$ cat config.mk
export PLATFORM = sky130hd
export DESIGN_NAME = sff_match
export DESIGN_NICKNAME = d
export VERILOG_FILES = /design/src/rtl/core/scanline_flood_fill_defines.svh /design/src/rtl/core/sff_pkg.sv /design/src/rtl/core/sff_match.sv
export SDC_FILE = /design/constraint.sdc
export NUM_CORES = 1
export LEC_CHECK = 0
export BUFFER_PORTS_ARGS = -buffer_cell sky130_fd_sc_hd__buf_2
export CAP_MARGIN = 20
export CORE_UTILIZATION = 28
export DETAILED_ROUTE_END_ITERATION = 7
export PLACE_DENSITY = 0.85
export SYNTH_ARGS = -nofsm -noshare
export SYNTH_HDL_FRONTEND = slang
export SYNTH_SLANG_ARGS = --single-unit
$ cat constraint.sdc
create_clock -name vclk -period 1.5
set_clock_uncertainty 0.2 [all_clocks]
set_input_delay 0.075 -clock vclk [all_inputs]
set_output_delay 0.075 -clock vclk [all_outputs]
set_load 0.005 [all_outputs]
$ cat src/rtl/core/scanline_flood_fill_defines.svh
// Assertion helpers for the flood fill block.
`ifndef SCANLINE_FLOOD_FILL_DEFINES_SVH
`define SCANLINE_FLOOD_FILL_DEFINES_SVH

// same-cycle implication
`define SFF_ASSERT_IMP(lbl, ante, cons, msg) \
	lbl: assert property (@(posedge clk) disable iff (!arst_n) (ante) |-> (cons)) \
		else $error(msg);

// next-cycle implication
`define SFF_ASSERT_NXT(lbl, ante, cons, msg) \
	lbl: assert property (@(posedge clk) disable iff (!arst_n) (ante) |=> (cons)) \
		else $error(msg);

`endif

$ cat src/rtl/core/sff_pkg.sv
package sff_pkg;

	localparam int IMG_W       = 256;
	localparam int IMG_H       = 256;
	localparam int IMG_AW      = 16;
	localparam int STACK_DEPTH = 1024;
	localparam int STK_AW      = $clog2(STACK_DEPTH);
	localparam int SP_W        = STK_AW + 1;
	localparam int CNT_W       = 17;

	// compare mask for 16-bit mode: each lane shifted right by 7
	localparam logic [63:0] LANE_MASK = 64'hFF80_FF80_FF80_FF80;

	localparam logic [1:0] MODE_WR   = 2'd0;
	localparam logic [1:0] MODE_RD   = 2'd1;
	localparam logic [1:0] MODE_FILL = 2'd2;

	localparam logic [1:0] STAT_OK   = 2'd0;
	localparam logic [1:0] STAT_NONE = 2'd1;
	localparam logic [1:0] STAT_OVF  = 2'd2;

	localparam logic [1:0] CFG_WIDTH  = 2'd0;
	localparam logic [1:0] CFG_HEIGHT = 2'd1;
	localparam logic [1:0] CFG_DEPTH  = 2'd2;

	typedef struct packed {
		logic [1:0]  mode;
		logic [7:0]  x;
		logic [7:0]  y;
		logic [63:0] pixel;
	} in_t;

	typedef struct packed {
		logic [63:0]      pixel_out;
		logic [1:0]       status;
		logic [CNT_W-1:0] filled_count;
	} out_t;

	typedef struct packed {
		logic [7:0] x1;
		logic [7:0] x2;
		logic [7:0] y;
		logic       down;
	} span_t;

endpackage

$ cat src/rtl/core/sff_match.sv
// Colour compare: whole word, or bits 7 and above of each lane in 16-bit mode.
module sff_match import sff_pkg::*; (
	input  logic [63:0] a,
	input  logic [63:0] b,
	input  logic        depth,
	output logic        match
);

	logic [63:0] diff;

	assign diff  = a ^ b;
	assign match = depth ? ((diff & LANE_MASK) == 64'd0) : (diff == 64'd0);

endmodule
==> flow_summary_export.csv <==
group,metric,value,unit
cts,hold_buffers,0,
run_status,status,"complete, but fails checks",
finish,final_common_cell,"buf_2",
drt,ant_nets,0,
finish,drive_gt1_share,65.44,%
synth,synthMuxAreaShare,0,%
place,dp.cells,245,
synth,synth_xor_area_share,78.18,%
run_status,violations,"negative setup slack",
synth,syn_nets,215,
pwr,ir_drop,183.9,uV
grt,grt_max_degree,3,
synth,synth_adder_area_share,0,%
synth,synth_area_leader_cell,"xnor2_1",
drt,drc,0,
critical_path,cp-startpoint,"b[43]",
finish,nets,348,
finish,final_cell_mix,"buf_2, xnor2_1, xor2_1, nand4_1",
pwr,powerDensity,261.5,nW/um^2
die,core,2318,um^2
critical_path,critical_path_class,"in2out",
hold_path,hold_path.startpoint,"a[31]",
synth,netlist_top_cells_area,"xnor2_1, xor2_1, nand4_1, nor4_2, nor4_1",
synth,yosysWarningCount,0,
timing,hold_viol_final,0,
synth,synth_cell_types,8,
die,die_area,2767,um^2
finish,nClkBuffers,0,
critical_path,worstPathMaxFanout,1,
grt,grt_usage,17.23,%
critical_path,slowest_stage,"nor4_2",
place,numPortBuffers,130,
die,fp.dieW,52.60,um
synth,synthCells,86,
critical_path,critPathArrivalTime,1260,ps
die,io_pins,130,
timing,fin_crit,1531,ps
place,finalWeightedCongestion,0.7507,
synth,yosys.area_share.simple,20.59,%
timing,setup_violations,1,
hold_path,holdCritPathClass,"in2out",
die,fp-row-count,17,
die,start_util,30.92,%
synth,synth_compound_area_share,1.222,%
pwr,power,387.0,uW
grt,grt_pass1_wl,3691,um
critical_path,setup.worst_path.start_class,"input pin",
timing,worstMarginPinSlew,318.1,ps
finish,nFlopsAndLatches,0,
critical_path,required,1220,ps
drt,dr.pass1.iters,3,
grt,grt_pass1_vias,1091,
place,pre_cts_ws,-89.84,ps
synth,synth_top_area_share,52.53,%
drt,num_vias,1106,
critical_path,worstPathCellList,"buf_2 -> xnor2_1 -> nand4_1 -> nor4_2 -> nand4_1 -> nor4_2 -> buf_2",
job,drv_cap,0,
timing,whs,325.4,ps
timing,drv_slew,0,
die,dieHeight,52.60,um
critical_path,worstSetupEndpointType,"primary output",
finish,stdcell_count,245,
finish,num_antenna_cells,0,
synth,synth_top_family_by_area,"XOR/XNOR gates",
grt,antenna_found_initial,0,
pwr,power_leakage,0.0007418,uW
finish,ff_latch_area,0,um^2
timing,fmax,653.3,MHz
drt,wl,2670,um
drt,wl_per_cell,10.90,um
critical_path,cp_slowest_stage_delay,270,ps
timing,finalCritPeriodShare,102.0,%
synth,ys_seq_area_share,0,%
synth,syn_area,716.9,um^2
grt,overflow,0,
timing,rsz0062_at_grt,"yes",
synth,syn_area_per_cell,8.336,um^2
timing,relSlewSlack,78.59,%
finish,area_delta_synth_final,106.5,%
drt,viasPerCell,4.514,
timing,worst_slack,-30.74,ps
drt,drtIter0Drc,3,
place,hpwl,2424,um
## repair_timing
| action | 4_1_cts | 5_1_grt |
|---|---|---|
| pin swaps | 1 | 3 |
| setup buffers | 0 | 0 |
| gates resized for setup | 3 | 7 |
| endpoints found under the setup margin | 1 | 1 |
## area by class of cell
class,count,area [um^2]
Multi-Input combinational cell,86,774.5
Fill cell,208,838.3
Timing Repair Buffer,131,670.6
Tap cell,28,35.03
## critical path: cells and delay by family
family,cells,cell delay (ps)
xor+xnor,1,160
simple gates,4,770
buf+inv,2,250
## where the power goes
part           total [uW]  internal (uW)  switching [uW]
Clock                   0              0               0
Combinational         387            241             146
Sequential              0              0               0
Total                 387            241             146
## Yosys cell counts (all sizes together)
cell / instances
xor2: 21
a41oi: 1
nor4: 8
nand3: 1
nor3: 1
nand4: 11
xnor2: 43
## metal layers
layer / global-route usage, % / vias to the layer above / share of wire, %
li1: - / 563 / -
met1: 13.47 / 465 / 29
met2: 41.14 / 76 / 58
met3: 2.899 / 2 / 13
met4: 2.193 / 0 / 0.52
met5: 0 / - / 0
## stage by stage
stage / TNS (ps) / util [%] / instance area [um^2]
CTS: -59.30 / 61.68 / 1430
global placement: -99.23 / 60.82 / 1410
finish: -30.74 / 63.84 / 1480
detailed placement: -89.84 / 60.82 / 1410
floorplan: 0 / - / 716.9
global route: -185.8 / 63.84 / 1480
## kinds of logic (layout without fill, tap and decap cells)
| kind of cell | count (synthesis) | after routing |
|---|---|---|
| XOR/XNOR | 64 | 64 |
| buffers and inverters | 0 | 131 |
| AND/OR/NAND/NOR | 21 | 21 |
| AO/OA/AOI/OAI | 1 | 1 |
## path summary, 6_finish.rpt
check,end,slack (ps),cells after the start
worst min-delay path,match,330,5
worst max-delay path,match,-30,7
(Power assumes the default switching activity.)
